**src/rtl/smtp_ds_pkg.sv**
```systemverilog
// ----------------------------------------------------------------------------
// smtp_ds_pkg
// Shared types and constants for the SMTP body dot-stuffer: character codes,
// the step masks of one job and the job and result words.
// ----------------------------------------------------------------------------
package smtp_ds_pkg;

    // character codes
    localparam logic [7:0] CH_DOT = 8'h2E;
    localparam logic [7:0] CH_CR  = 8'h0D;
    localparam logic [7:0] CH_LF  = 8'h0A;

    // one bit per output step, sent lowest bit first
    localparam int unsigned STEP_W = 8;
    localparam logic [STEP_W-1:0] STEP_DOT  = 8'h01;  // stuffed dot
    localparam logic [STEP_W-1:0] STEP_DATA = 8'h02;  // the body byte itself
    localparam logic [STEP_W-1:0] STEP_CR   = 8'h04;  // line end
    localparam logic [STEP_W-1:0] STEP_LF   = 8'h08;
    localparam logic [STEP_W-1:0] STEP_TDOT = 8'h10;  // end-of-data terminator
    localparam logic [STEP_W-1:0] STEP_TCR  = 8'h20;
    localparam logic [STEP_W-1:0] STEP_TLF  = 8'h40;
    localparam logic [STEP_W-1:0] STEP_ERR  = 8'h80;  // rejection word

    // one classified input word, as queued between front and back
    typedef struct packed {
        logic [STEP_W-1:0] steps;
        logic [7:0]        data;
        logic              done;   // last step closes the message
    } job_t;

    // one result word
    typedef struct packed {
        logic [7:0] out_byte;
        logic       last_of_run;
        logic       message_done;
        logic       error;
    } result_t;

endpackage

```
**src/rtl/smtp_body_dot_stuffer.sv**
```systemverilog
// ----------------------------------------------------------------------------
// smtp_body_dot_stuffer
// SMTP DATA-phase body encoder: CR LF line endings, dot stuffing, terminator.
// ----------------------------------------------------------------------------
// An input word is taken in any cycle in which the job queue (JOB_DEPTH
// entries) has room, so words arrive back to back. The output sequencer puts
// out one result word per cycle while the output register is free or popped;
// a word causes one result for a plain byte, two for a stuffed dot or a line
// end and up to five for the end marker; a word with no result is not queued.
// Results sit in an output register and are read with pop while empty is low.
// The first bare CR gives one error word and later bytes are dropped until
// the end marker. append_terminator is written through cfg_we and cfg_wdata;
// the user must do so only while the block is idle; the block does not check.
module smtp_body_dot_stuffer
#(
    parameter int unsigned JOB_DEPTH = 2
)
(
    input  logic        clk,
    input  logic        rst_n,
    input  logic        cfg_we,
    input  logic        cfg_wdata,
    input  logic        push,
    output logic        full,
    input  logic [7:0]  body_byte,
    input  logic        end_marker,
    output logic        empty,
    input  logic        pop,
    output logic [7:0]  out_byte,
    output logic        last_of_run,
    output logic        message_done,
    output logic        error
);

    smtp_ds_pkg::job_t    fe_job;
    smtp_ds_pkg::job_t    be_job;
    smtp_ds_pkg::result_t result;
    logic                 fe_push;
    logic                 q_empty;
    logic                 be_pop;
    logic                 accept;

    assign accept = push && !full;

    // classifier
    smtp_ds_front u_front
    (
        .clk        (clk),
        .rst_n      (rst_n),
        .cfg_we     (cfg_we),
        .cfg_wdata  (cfg_wdata),
        .accept     (accept),
        .body_byte  (body_byte),
        .end_marker (end_marker),
        .job_push   (fe_push),
        .job        (fe_job)
    );

    // job queue
    smtp_ds_fifo #(.DEPTH(JOB_DEPTH)) u_fifo
    (
        .clk    (clk),
        .rst_n  (rst_n),
        .wr_en  (fe_push),
        .wr_job (fe_job),
        .rd_en  (be_pop),
        .rd_job (be_job),
        .full   (full),
        .empty  (q_empty)
    );

    // output sequencer
    smtp_ds_back u_back
    (
        .clk       (clk),
        .rst_n     (rst_n),
        .job_empty (q_empty),
        .job       (be_job),
        .job_pop   (be_pop),
        .pop       (pop),
        .empty     (empty),
        .result    (result)
    );

    assign out_byte     = result.out_byte;
    assign last_of_run  = result.last_of_run;
    assign message_done = result.message_done;
    assign error        = result.error;

endmodule

```
**src/rtl/smtp_ds_front.sv**
```systemverilog
// ----------------------------------------------------------------------------
// smtp_ds_front
// Accepts body words, tracks line and CR state and turns each word into a
// job: the set of output steps it causes.
// ----------------------------------------------------------------------------
module smtp_ds_front
(
    input  logic                clk,
    input  logic                rst_n,
    input  logic                cfg_we,
    input  logic                cfg_wdata,
    input  logic                accept,
    input  logic [7:0]          body_byte,
    input  logic                end_marker,
    output logic                job_push,
    output smtp_ds_pkg::job_t   job
);

    logic append_terminator_reg;
    logic line_start_reg, line_start_next;
    logic cr_pending_reg, cr_pending_next;
    logic failed_reg, failed_next;

    // classification of the current word
    always_comb
    begin
        line_start_next = line_start_reg;
        cr_pending_next = cr_pending_reg;
        failed_next     = failed_reg;
        job.steps       = '0;
        job.data        = body_byte;
        job.done        = 1'b0;
        if (end_marker)
        begin
            line_start_next = 1'b1;
            cr_pending_next = 1'b0;
            failed_next     = 1'b0;
            if (!failed_reg)
            begin
                if (cr_pending_reg)
                begin
                    job.steps = smtp_ds_pkg::STEP_ERR;
                end
                else
                begin
                    job.done = 1'b1;
                    if (!line_start_reg)
                    begin
                        job.steps = job.steps | smtp_ds_pkg::STEP_CR | smtp_ds_pkg::STEP_LF;
                    end
                    if (append_terminator_reg)
                    begin
                        job.steps = job.steps | smtp_ds_pkg::STEP_TDOT
                                  | smtp_ds_pkg::STEP_TCR | smtp_ds_pkg::STEP_TLF;
                    end
                end
            end
        end
        else if (!failed_reg)
        begin
            if (cr_pending_reg)
            begin
                cr_pending_next = 1'b0;
                if (body_byte == smtp_ds_pkg::CH_LF)
                begin
                    job.steps       = smtp_ds_pkg::STEP_CR | smtp_ds_pkg::STEP_LF;
                    line_start_next = 1'b1;
                end
                else
                begin
                    job.steps   = smtp_ds_pkg::STEP_ERR;
                    failed_next = 1'b1;
                end
            end
            else if (body_byte == smtp_ds_pkg::CH_CR)
            begin
                cr_pending_next = 1'b1;
            end
            else if (body_byte == smtp_ds_pkg::CH_LF)
            begin
                job.steps       = smtp_ds_pkg::STEP_CR | smtp_ds_pkg::STEP_LF;
                line_start_next = 1'b1;
            end
            else
            begin
                job.steps = smtp_ds_pkg::STEP_DATA;
                if (line_start_reg && (body_byte == smtp_ds_pkg::CH_DOT))
                begin
                    job.steps = job.steps | smtp_ds_pkg::STEP_DOT;
                end
                line_start_next = 1'b0;
            end
        end
    end

    assign job_push = accept && (job.steps != '0);

    // line state and configuration
    always_ff @(posedge clk or negedge rst_n)
    begin
        if (!rst_n)
        begin
            append_terminator_reg <= 1'b1;
            line_start_reg        <= 1'b1;
            cr_pending_reg        <= 1'b0;
            failed_reg            <= 1'b0;
        end
        else
        begin
            if (cfg_we)
            begin
                append_terminator_reg <= cfg_wdata;
            end
            if (accept)
            begin
                line_start_reg <= line_start_next;
                cr_pending_reg <= cr_pending_next;
                failed_reg     <= failed_next;
            end
        end
    end

endmodule

```
**src/rtl/smtp_ds_fifo.sv**
```systemverilog
// ----------------------------------------------------------------------------
// smtp_ds_fifo
// Short job queue between the classifier and the output sequencer.
// ----------------------------------------------------------------------------
module smtp_ds_fifo
#(
    parameter int unsigned DEPTH = 2
)
(
    input  logic                clk,
    input  logic                rst_n,
    input  logic                wr_en,
    input  smtp_ds_pkg::job_t   wr_job,
    input  logic                rd_en,
    output smtp_ds_pkg::job_t   rd_job,
    output logic                full,
    output logic                empty
);

    localparam int unsigned AW = (DEPTH > 1) ? $clog2(DEPTH) : 1;
    localparam int unsigned CW = $clog2(DEPTH + 1);
    localparam logic [AW-1:0] LAST_PTR = AW'(DEPTH - 1);
    localparam logic [CW-1:0] FULL_CNT = CW'(DEPTH);

    smtp_ds_pkg::job_t mem [DEPTH];
    logic [AW-1:0] wr_ptr_reg, wr_ptr_next;
    logic [AW-1:0] rd_ptr_reg, rd_ptr_next;
    logic [CW-1:0] count_reg, count_next;

    assign full   = (count_reg == FULL_CNT);
    assign empty  = (count_reg == '0);
    assign rd_job = mem[rd_ptr_reg];

    // pointer and count update
    always_comb
    begin
        wr_ptr_next = wr_ptr_reg;
        rd_ptr_next = rd_ptr_reg;
        count_next  = count_reg;
        if (wr_en)
        begin
            wr_ptr_next = (wr_ptr_reg == LAST_PTR) ? '0 : wr_ptr_reg + 1'b1;
        end
        if (rd_en)
        begin
            rd_ptr_next = (rd_ptr_reg == LAST_PTR) ? '0 : rd_ptr_reg + 1'b1;
        end
        if (wr_en && !rd_en)
        begin
            count_next = count_reg + 1'b1;
        end
        else if (rd_en && !wr_en)
        begin
            count_next = count_reg - 1'b1;
        end
    end

    always_ff @(posedge clk or negedge rst_n)
    begin
        if (!rst_n)
        begin
            wr_ptr_reg <= '0;
            rd_ptr_reg <= '0;
            count_reg  <= '0;
        end
        else
        begin
            wr_ptr_reg <= wr_ptr_next;
            rd_ptr_reg <= rd_ptr_next;
            count_reg  <= count_next;
        end
    end

    // storage
    always_ff @(posedge clk)
    begin
        if (wr_en)
        begin
            mem[wr_ptr_reg] <= wr_job;
        end
    end

endmodule

```
**src/rtl/smtp_ds_back.sv**
```systemverilog
// ----------------------------------------------------------------------------
// smtp_ds_back
// Output sequencer: walks the steps of one job into the output register, one
// output word per cycle while that register is free or being popped.
// ----------------------------------------------------------------------------
module smtp_ds_back
(
    input  logic                    clk,
    input  logic                    rst_n,
    input  logic                    job_empty,
    input  smtp_ds_pkg::job_t       job,
    output logic                    job_pop,
    input  logic                    pop,
    output logic                    empty,
    output smtp_ds_pkg::result_t    result
);

    logic [smtp_ds_pkg::STEP_W-1:0] steps_reg, steps_next;
    logic [smtp_ds_pkg::STEP_W-1:0] pick;
    logic [smtp_ds_pkg::STEP_W-1:0] rest;
    logic [7:0]                     data_reg;
    logic                           done_reg;
    logic                           out_valid_reg, out_valid_next;
    smtp_ds_pkg::result_t           result_reg, word;
    logic                           emit;
    logic                           last;

    // lowest pending step
    assign pick = steps_reg & (~steps_reg + 1'b1);
    assign rest = steps_reg & ~pick;
    assign last = (rest == '0);
    assign emit = (steps_reg != '0) && (!out_valid_reg || pop);

    // word for the picked step
    always_comb
    begin
        word.last_of_run  = last;
        word.error        = 1'b0;
        word.message_done = last && done_reg;
        case (pick)
            smtp_ds_pkg::STEP_DOT:  word.out_byte = smtp_ds_pkg::CH_DOT;
            smtp_ds_pkg::STEP_DATA: word.out_byte = data_reg;
            smtp_ds_pkg::STEP_CR:   word.out_byte = smtp_ds_pkg::CH_CR;
            smtp_ds_pkg::STEP_LF:   word.out_byte = smtp_ds_pkg::CH_LF;
            smtp_ds_pkg::STEP_TDOT: word.out_byte = smtp_ds_pkg::CH_DOT;
            smtp_ds_pkg::STEP_TCR:  word.out_byte = smtp_ds_pkg::CH_CR;
            smtp_ds_pkg::STEP_TLF:  word.out_byte = smtp_ds_pkg::CH_LF;
            smtp_ds_pkg::STEP_ERR:
            begin
                word.out_byte     = 8'h00;
                word.error        = 1'b1;
                word.message_done = 1'b0;
            end
            default:                word.out_byte = 8'h00;
        endcase
    end

    // job load when the current one is spent
    assign job_pop = !job_empty && ((steps_reg == '0) || (emit && last));

    always_comb
    begin
        steps_next = steps_reg;
        if (emit)
        begin
            steps_next = rest;
        end
        if (job_pop)
        begin
            steps_next = job.steps;
        end
    end

    always_comb
    begin
        out_valid_next = out_valid_reg;
        if (emit)
        begin
            out_valid_next = 1'b1;
        end
        else if (pop)
        begin
            out_valid_next = 1'b0;
        end
    end

    always_ff @(posedge clk or negedge rst_n)
    begin
        if (!rst_n)
        begin
            steps_reg     <= '0;
            out_valid_reg <= 1'b0;
        end
        else
        begin
            steps_reg     <= steps_next;
            out_valid_reg <= out_valid_next;
        end
    end

    // payload registers
    always_ff @(posedge clk)
    begin
        if (job_pop)
        begin
            data_reg <= job.data;
            done_reg <= job.done;
        end
        if (emit)
        begin
            result_reg <= word;
        end
    end

    assign empty  = !out_valid_reg;
    assign result = result_reg;

endmodule

```
**config.mk**
```make
export PLATFORM = sky130hd
export DESIGN_NAME = smtp_body_dot_stuffer
export DESIGN_NICKNAME = d
export VERILOG_FILES = /design/src/rtl/smtp_ds_pkg.sv /design/src/rtl/smtp_body_dot_stuffer.sv /design/src/rtl/smtp_ds_front.sv /design/src/rtl/smtp_ds_fifo.sv /design/src/rtl/smtp_ds_back.sv
export SDC_FILE = /design/constraint.sdc
export NUM_CORES = 1
export LEC_CHECK = 0
export ABC_CLOCK_PERIOD_IN_PS = 6130
export BUFFER_PORTS_ARGS = -buffer_cell sky130_fd_sc_hd__buf_2
export CAP_MARGIN = 40
export CELL_PAD_IN_SITES_DETAIL_PLACEMENT = 0
export CELL_PAD_IN_SITES_GLOBAL_PLACEMENT = 1
export CORE_ASPECT_RATIO = 1.4
export CORE_MARGIN = 1.5
export CORE_UTILIZATION = 35
export CTS_CLUSTER_DIAMETER = 60
export DETAILED_ROUTE_END_ITERATION = 12
export GPL_ROUTABILITY_DRIVEN = 0
export PLACE_DENSITY_LB_ADDON = 0.1
export SYNTH_ARGS = -nofsm -noshare
export SYNTH_HDL_FRONTEND = slang
export SYNTH_HIERARCHICAL = 1
export SYNTH_SLANG_ARGS = --single-unit
```
**constraint.sdc**
```tcl
create_clock -name clk -period 6.13 [get_ports clk]
set_clock_uncertainty 0.15 [all_clocks]
set_input_delay 0.613 -clock clk [delete_from_list [all_inputs] [get_ports clk]]
set_output_delay 0.613 -clock clk [all_outputs]
set_load 0.05 [all_outputs]
```
=== Word-level counts from Yosys, hierarchy flattened ===
Memories as Yosys holds them, arrays and structs flattened.
Index checks and enable logic that the tools add are counted.

* Multiplexer cells: 40
* $add $sub $neg: 5
* Bitwise logic cells: 4
* Reductions and logical operators: 29
* Equality and inequality tests: 15

{| class="wikitable"
|+ Operators by type and width
! operator !! number
|-
| 8-bit two-way mux || 10
|-
| 8-bit case mux with 4 select lines || 1
|-
| 1-bit two-way mux || 25
|-
| 8-bit by 4-bit equality test with 1-bit output (second input constant) || 3
|-
| 8-bit AND || 2
|-
| 8-bit by 6-bit equality test with 1-bit output (second input constant) || 2
|-
| 8-bit zero test || 2
|-
| 8-bit NOT || 2
|-
| 8-bit nonzero test || 2
|-
| 1-bit logical AND || 9
|-
| 8-bit by 1-bit adder with 8-bit output (second input constant) || 1
|-
| 8-bit by 1-bit equality test with 1-bit output (second input constant) || 1
|-
| 8-bit by 2-bit equality test with 1-bit output (second input constant) || 1
|-
| 8-bit by 3-bit equality test with 1-bit output (second input constant) || 1
|-
| 8-bit by 5-bit equality test with 1-bit output (second input constant) || 1
|-
| 8-bit by 7-bit equality test with 1-bit output (second input constant) || 1
|-
| 8-bit equality test (second input constant) || 1
|-
| 7-bit two-way mux || 1
|-
| 2-bit nonzero test || 3
|-
| 2-bit OR reduction || 3
|-
| 1-bit zero test || 5
|-
| 2-bit two-way mux || 2
|-
| 4-bit two-way mux || 1
|-
| 4-bit AND reduction || 1
|-
| 10 further kinds || 12
|}

* Bits in registers: 37
* Memories kept: 1
* Logic and storage cells: 109
* RAM bits: 34

{| class="wikitable"
|+ Memory list
! memory !! words !! bits a word !! rd ports !! clocked after memory_dff !! wr ports !! line !! RTL
|-
| u_fifo.mem || 2 || 17 || 1 || 0 || 1 || smtp_ds_fifo.sv:25 || <nowiki>smtp_ds_pkg::job_t mem [DEPTH];</nowiki>
|}

=== Longest topological paths before layout ===
* Depth after elaboration: 14
* Mapped depth: 10
* Mapped depth without buffers: 9

=== Hierarchy ===
Netlist, hierarchy kept.

{| class="wikitable"
|+ By module, submodules not included
! module !! cells an instance !! sequential area each (um^2) !! times used !! area each (um^2)
|-
| smtp_ds_fifo || 69 || 1121.1 || 1 || 1463.9
|-
| smtp_ds_back || 99 || 825.8 || 1 || 1247.4
|-
| smtp_ds_front || 57 || 102.6 || 1 || 461.7
|-
| smtp_body_dot_stuffer || 1 || 0.0 || 1 || 13.8
|}

=== Worst setup path before layout ===
No wires, ideal clock.

* Kind: input to register
* Start point: input port body_byte[4]
* End point: memory u_fifo/mem[0][0] in the netlist's numbering (enable)
* Path buffers: 1
* Setup slack: 2.916 ns
* Arrival time: 2.671 ns
* Stages: 6
* Path through: or4b_1 buf_2 nor4b_2 a2bb2oi_1 o31a_1 nor2b_1

* Word-level cells in the longest chain between the ends: 12
* Elaborated cells on any way between the ends: 15

{| class="wikitable"
|+ Ends and longest elaborated chain
! item !! line !! RTL
|-
| from (decl) || smtp_body_dot_stuffer.sv:25 || <nowiki>input logic [7:0] body_byte,</nowiki>
|-
| 8-bit by 6-bit equality test with 1-bit output || smtp_ds_front.sv:87 || <nowiki>if (line_start_reg && (body_byte == smtp_ds_pkg::CH_DOT))</nowiki>
|-
| 1-bit logical AND || smtp_ds_front.sv:87 ||
|-
| 1-bit two-way mux || smtp_ds_front.sv:87 ||
|-
| 8-bit two-way mux || smtp_ds_front.sv:79 || <nowiki>else if (body_byte == smtp_ds_pkg::CH_LF)</nowiki>
|-
| 8-bit two-way mux || smtp_ds_front.sv:75 || <nowiki>else if (body_byte == smtp_ds_pkg::CH_CR)</nowiki>
|-
| 8-bit two-way mux (*) || smtp_ds_front.sv:61 || <nowiki>if (cr_pending_reg)</nowiki>
|-
| 8-bit two-way mux (*) || smtp_ds_front.sv:59 || <nowiki>else if (!failed_reg)</nowiki>
|-
| 8-bit two-way mux (*) || smtp_ds_front.sv:33 || <nowiki>if (end_marker)</nowiki>
|-
| 8-bit nonzero test (*) || smtp_ds_front.sv:96 || <nowiki>assign job_push = accept && (job.steps != '0);</nowiki>
|-
| 1-bit logical AND (*) || smtp_ds_front.sv:96 ||
|-
| via fe_push || smtp_body_dot_stuffer.sv:38 || <nowiki>logic fe_push;</nowiki>
|-
| 1-bit two-way mux (*) || smtp_ds_fifo.sv:77 || <nowiki>if (wr_en)</nowiki>
|-
| 1-bit two-way mux (not written as such) (*) || smtp_ds_fifo.sv:79 || <nowiki>mem[wr_ptr_reg] <= wr_job;</nowiki>
|-
| to (decl) || smtp_ds_fifo.sv:25 ||
|}

The timed path passes the listed nets; every way through them passes the cells marked *.

=== Final worst setup path ===
* Start point: register u_back/steps_reg[0] in the netlist's numbering
* End point: register u_fifo.count_reg[1]

* Word-level cells in the longest chain between the ends: 12
* Elaborated cells on any way between the ends: 17

{| class="wikitable"
|+ Ends and longest elaborated chain
! item !! line !! RTL
|-
| from (decl) || smtp_ds_back.sv:18 || <nowiki>logic [smtp_ds_pkg::STEP_W-1:0] steps_reg, steps_next;</nowiki>
|-
| from (signal assigned) || smtp_ds_back.sv:96 || <nowiki>steps_reg <= steps_next;</nowiki>
|-
| 8-bit NOT || smtp_ds_back.sv:29 || <nowiki>assign pick = steps_reg & (~steps_reg + 1'b1);</nowiki>
|-
| 8-bit by 1-bit adder with 8-bit output || smtp_ds_back.sv:29 ||
|-
| 8-bit AND || smtp_ds_back.sv:29 ||
|-
| 8-bit NOT || smtp_ds_back.sv:30 || <nowiki>assign rest = steps_reg & ~pick;</nowiki>
|-
| 8-bit AND || smtp_ds_back.sv:30 ||
|-
| 8-bit zero test || smtp_ds_back.sv:31 || <nowiki>assign last = (rest == '0);</nowiki>
|-
| 1-bit logical AND || smtp_ds_back.sv:59 || <nowiki>assign job_pop = !job_empty && ((steps_reg == '0) || (emit && last));</nowiki>
|-
| 1-bit logical OR (*) || smtp_ds_back.sv:59 ||
|-
| 1-bit logical AND (*) || smtp_ds_back.sv:59 ||
|-
| via be_pop || smtp_body_dot_stuffer.sv:40 || <nowiki>logic be_pop;</nowiki>
|-
| 1-bit zero test || smtp_ds_fifo.sv:48 || <nowiki>if (wr_en && !rd_en)</nowiki>
|-
| 1-bit logical AND || smtp_ds_fifo.sv:48 ||
|-
| 2-bit two-way mux or 2-bit nonzero test (tied branches) || - ||
|-
| to (signal assigned) || smtp_ds_fifo.sv:70 || <nowiki>count_reg <= count_next;</nowiki>
|-
| to (decl) || smtp_ds_fifo.sv:28 || <nowiki>logic [CW-1:0] count_reg, count_next;</nowiki>
|}

Marked as above.
A chain may end at the register's enable or synchronous reset.

==> out/qor.txt <==
Number of flip-flops and latches in the synthesized netlist: 71
Antenna violation net count after detailed routing: 0
Post-Syn Instances: 226
Worst EP arrival: 3110 ps
Endpoint class of the critical path: flop
Cell area after synthesis: 3190 um2
Overall overflow remaining after global route: 0
Largest register FFs: 34
Sequential share of power: 40.7%
Launching element type of the critical path: flop
Number of input and output port buffers inserted: 27
Relative max-transition margin: 49.2%
Total wirelength of the detailed-routed design: 5700 um
Worst reg2reg startpoint: u_back/steps_reg[0]
Area grow syn2layout: 14.9%
Net count after synthesis: 242
Fill cell total of the finished layout: 853
Placed insts: 344
Number of H-tree levels: 3
Worst Path Class, Setup: flop to flop
Clock power share: 25.8%
Most common cell in the netlist: sky130_fd_sc_hd__edfxtp_1
Initial antenna violation count: 0
Combinational share of power: 33.4%
Required time of the critical path: 6230 ps
Nets: 264
Die width: 83.6 um
Unrepaired setup endpoints after global routing: false
First-pass iteration count of the detailed router: 4
Maximum fanout count along the critical path: 18
Type of the tightest min-delay check: primary input to asynchronous set/reset pin
Via count of the routed design: 1755
Layout cell share with drive strength beyond 1: 27.7%
Post-cts resize count: 0
Total number of yosys warnings: 6
Internal power: 0.00132 W
Half-perimeter wire length after detailed placement: 4090 um
Initial drt markers: 99
Final Critical Period: 3010 ps
Number of diodes: 0
Initial cell density of the core: 35.7%
Power per Cell Area: 545 nW/um2
Post-synth top area cell: sky130_fd_sc_hd__edfxtp_1
Number of buffers created by CTS: 9
Wirelength per Cell: 15.8 um
Fin Hold WS: 68.5 ps
Worst voltage drop across the vdd grid: 261 uV
Cell leakage power: 1.44 nW
Top cells by area, synth: sky130_fd_sc_hd__edfxtp_1 51%, sky130_fd_sc_hd__dfrtp_1 12%, sky130_fd_sc_hd__mux2_4 4.2%, sky130_fd_sc_hd__mux2_2 3.2%, sky130_fd_sc_hd__buf_4 2.6%
Sum of negative setup slack: 0 ps
CTS max path bufs: 2
Max-Cap Viols: 0
Highest clock rate: 332 MHz
Final design utilization: 41.0%
Synthesized area per cell: 14.1 um2
Post-route fraction of the period consumed by the critical path: 49.1%
CTS tree: done
Primary FF master, synth: sky130_fd_sc_hd__edfxtp_1
TritonCTS Sinks: 71
Die Area: 9690 um2
Share of Yosys cell area claimed by the top area cell type: 50.9%
Asr flop ratio synth: 23.9%
Crit. Startpoint: u_back/steps_reg[0]
Status: completed
Number of placed I/O pins: 28
Final routed DRC violation total: 0
Max Transition Viols Final: 0
Final Instance Count excl. Fillers: 360
Sequential fraction of the synthesis area: 64.3%
Setup-failing EPs final: 0
Drt via density: 4.88
Hold violation total from the final report: 0
Post-CTS Hold Fix Bufs: 0
Clock root buffer: sky130_fd_sc_hd__clkbuf_16
Top post-synthesis cells by count: 54 x sky130_fd_sc_hd__edfxtp_1, 15 x sky130_fd_sc_hd__dfrtp_1, 15 x sky130_fd_sc_hd__nand2_1
Post-synth EDFFs: 54
Clock latency reported for the late side of the worst-skew pair: 330 ps
Count of distinct cell types in the synthesized netlist: 52
Post-CTS setup repair buffer count: 0
Core Area: 8930 um2
Count of standard-cell rows: 41
Pin slew with the least headroom to its limit: 762 ps
Clock-pin slew on the worst setup and hold paths: 60 ps
Pin count of the biggest net entering global routing: 19
Global-route wire length before repair: 9400 um
Total Routing Usage GR: 13.1%
Via count of the first global-routing pass: 1748
Net switching share of the total power: 33.9%
Die span in y: 116 um
Switching power: 0.000677 W
## cell usage in the layout, fill, tap and decap left out, types with 3 or more instances in the layout
master / n
sky130_fd_sc_hd__or3_1: 7
sky130_fd_sc_hd__mux2_4: 9
sky130_fd_sc_hd__and2_1: 5
sky130_fd_sc_hd__nor2_1: 11
sky130_fd_sc_hd__a22o_1: 6
sky130_fd_sc_hd__mux2_2: 9
sky130_fd_sc_hd__clkbuf_16: 9
sky130_fd_sc_hd__nand2b_1: 3
sky130_fd_sc_hd__xor2_1: 4
sky130_fd_sc_hd__a21oi_1: 5
sky130_fd_sc_hd__and3_1: 4
sky130_fd_sc_hd__o21ai_0: 6
sky130_fd_sc_hd__buf_2: 27
sky130_fd_sc_hd__inv_1: 7
sky130_fd_sc_hd__nand2_1: 15
sky130_fd_sc_hd__edfxtp_1: 54
sky130_fd_sc_hd__nor3_1: 6
sky130_fd_sc_hd__nand3_1: 4
sky130_fd_sc_hd__nor2b_1: 4
sky130_fd_sc_hd__dfrtp_1: 15
## per-layer routing
metal	routed length, um	track usage, %	vias to the layer above
met2	2960	22.6	28
li1	-	-	872
met4	234	8.85	0
met5	0	0	-
met1	2330	14.4	840
met3	169	3.28	15
## layout make-up
class	count	area, um2	area share (%)
flip-flops and latches	71	2050	56.0
well taps	107	134	3.66
multi-input cells	129	973	26.6
inverters	7	26.3	0.718
clock buffers	12	256	7.01
repair buffers	30	178	4.85
clock inverters	4	43.8	1.20
## worst max-delay path: stages (launching register included)
cell	delay, ps
sky130_fd_sc_hd__dfrtp_1	490
sky130_fd_sc_hd__nor3_1	570
sky130_fd_sc_hd__a21oi_1	210
sky130_fd_sc_hd__a21o_1	250
sky130_fd_sc_hd__a21oi_4	490
sky130_fd_sc_hd__inv_1	130
sky130_fd_sc_hd__ha_1	220
sky130_fd_sc_hd__xor2_1	140
sky130_fd_sc_hd__nor2_1	110
sky130_fd_sc_hd__xor2_1	150
## cell families (layout without fill, tap and decap cells)
group / Yosys count / count (layout) / synth area share, %
fa+ha+maj: 3 / 3 / 1.02
xor+xnor: 5 / 5 / 1.37
compound gates: 33 / 33 / 8.01
mux: 18 / 18 / 7.42
flops: 71 / 71 / 64.3
simple gates: 70 / 70 / 12.7
buf+inv: 26 / 53 / 5.14
## metrics by stage
stage | setup slack (ps) | instance area [um2] | total power [W]
final | 3120 | 3660 | 0.00199
after detailed placement | 2810 | 3360 | 0.00150
after global placement | 2840 | 3330 | 0.00147
after floorplan | 2920 | 3190 | 0.00135
after global routing | 2730 | 3660 | 0.00212
after CTS | 3070 | 3660 | 0.00202
## power by group through the flow
stage                     logic, W  registers (W)  clock network, W
after floorplan           0.000447       0.000898                 0
after global placement    0.000634       0.000841                 0
after detailed placement  0.000677       0.000823                 0
after CTS                 0.000679       0.000815          0.000531
after global routing      0.000734       0.000832          0.000551
final                     0.000667       0.000812          0.000515
## final timing paths
path                                          end  slack (ps)  cells after the start
min in group clk              u_fifo/count_reg[1]         330                      1
max in group asynchronous  u_front/line_start_reg        5430                      1
setup reg to reg              u_fifo/count_reg[1]        3120                      9
setup / recovery              u_fifo/count_reg[1]        3120                      9
hold reg to reg               u_fifo/count_reg[1]         330                      1
hold / removal                u_back/steps_reg[2]          70                      1
(Power assumes the default switching activity.)
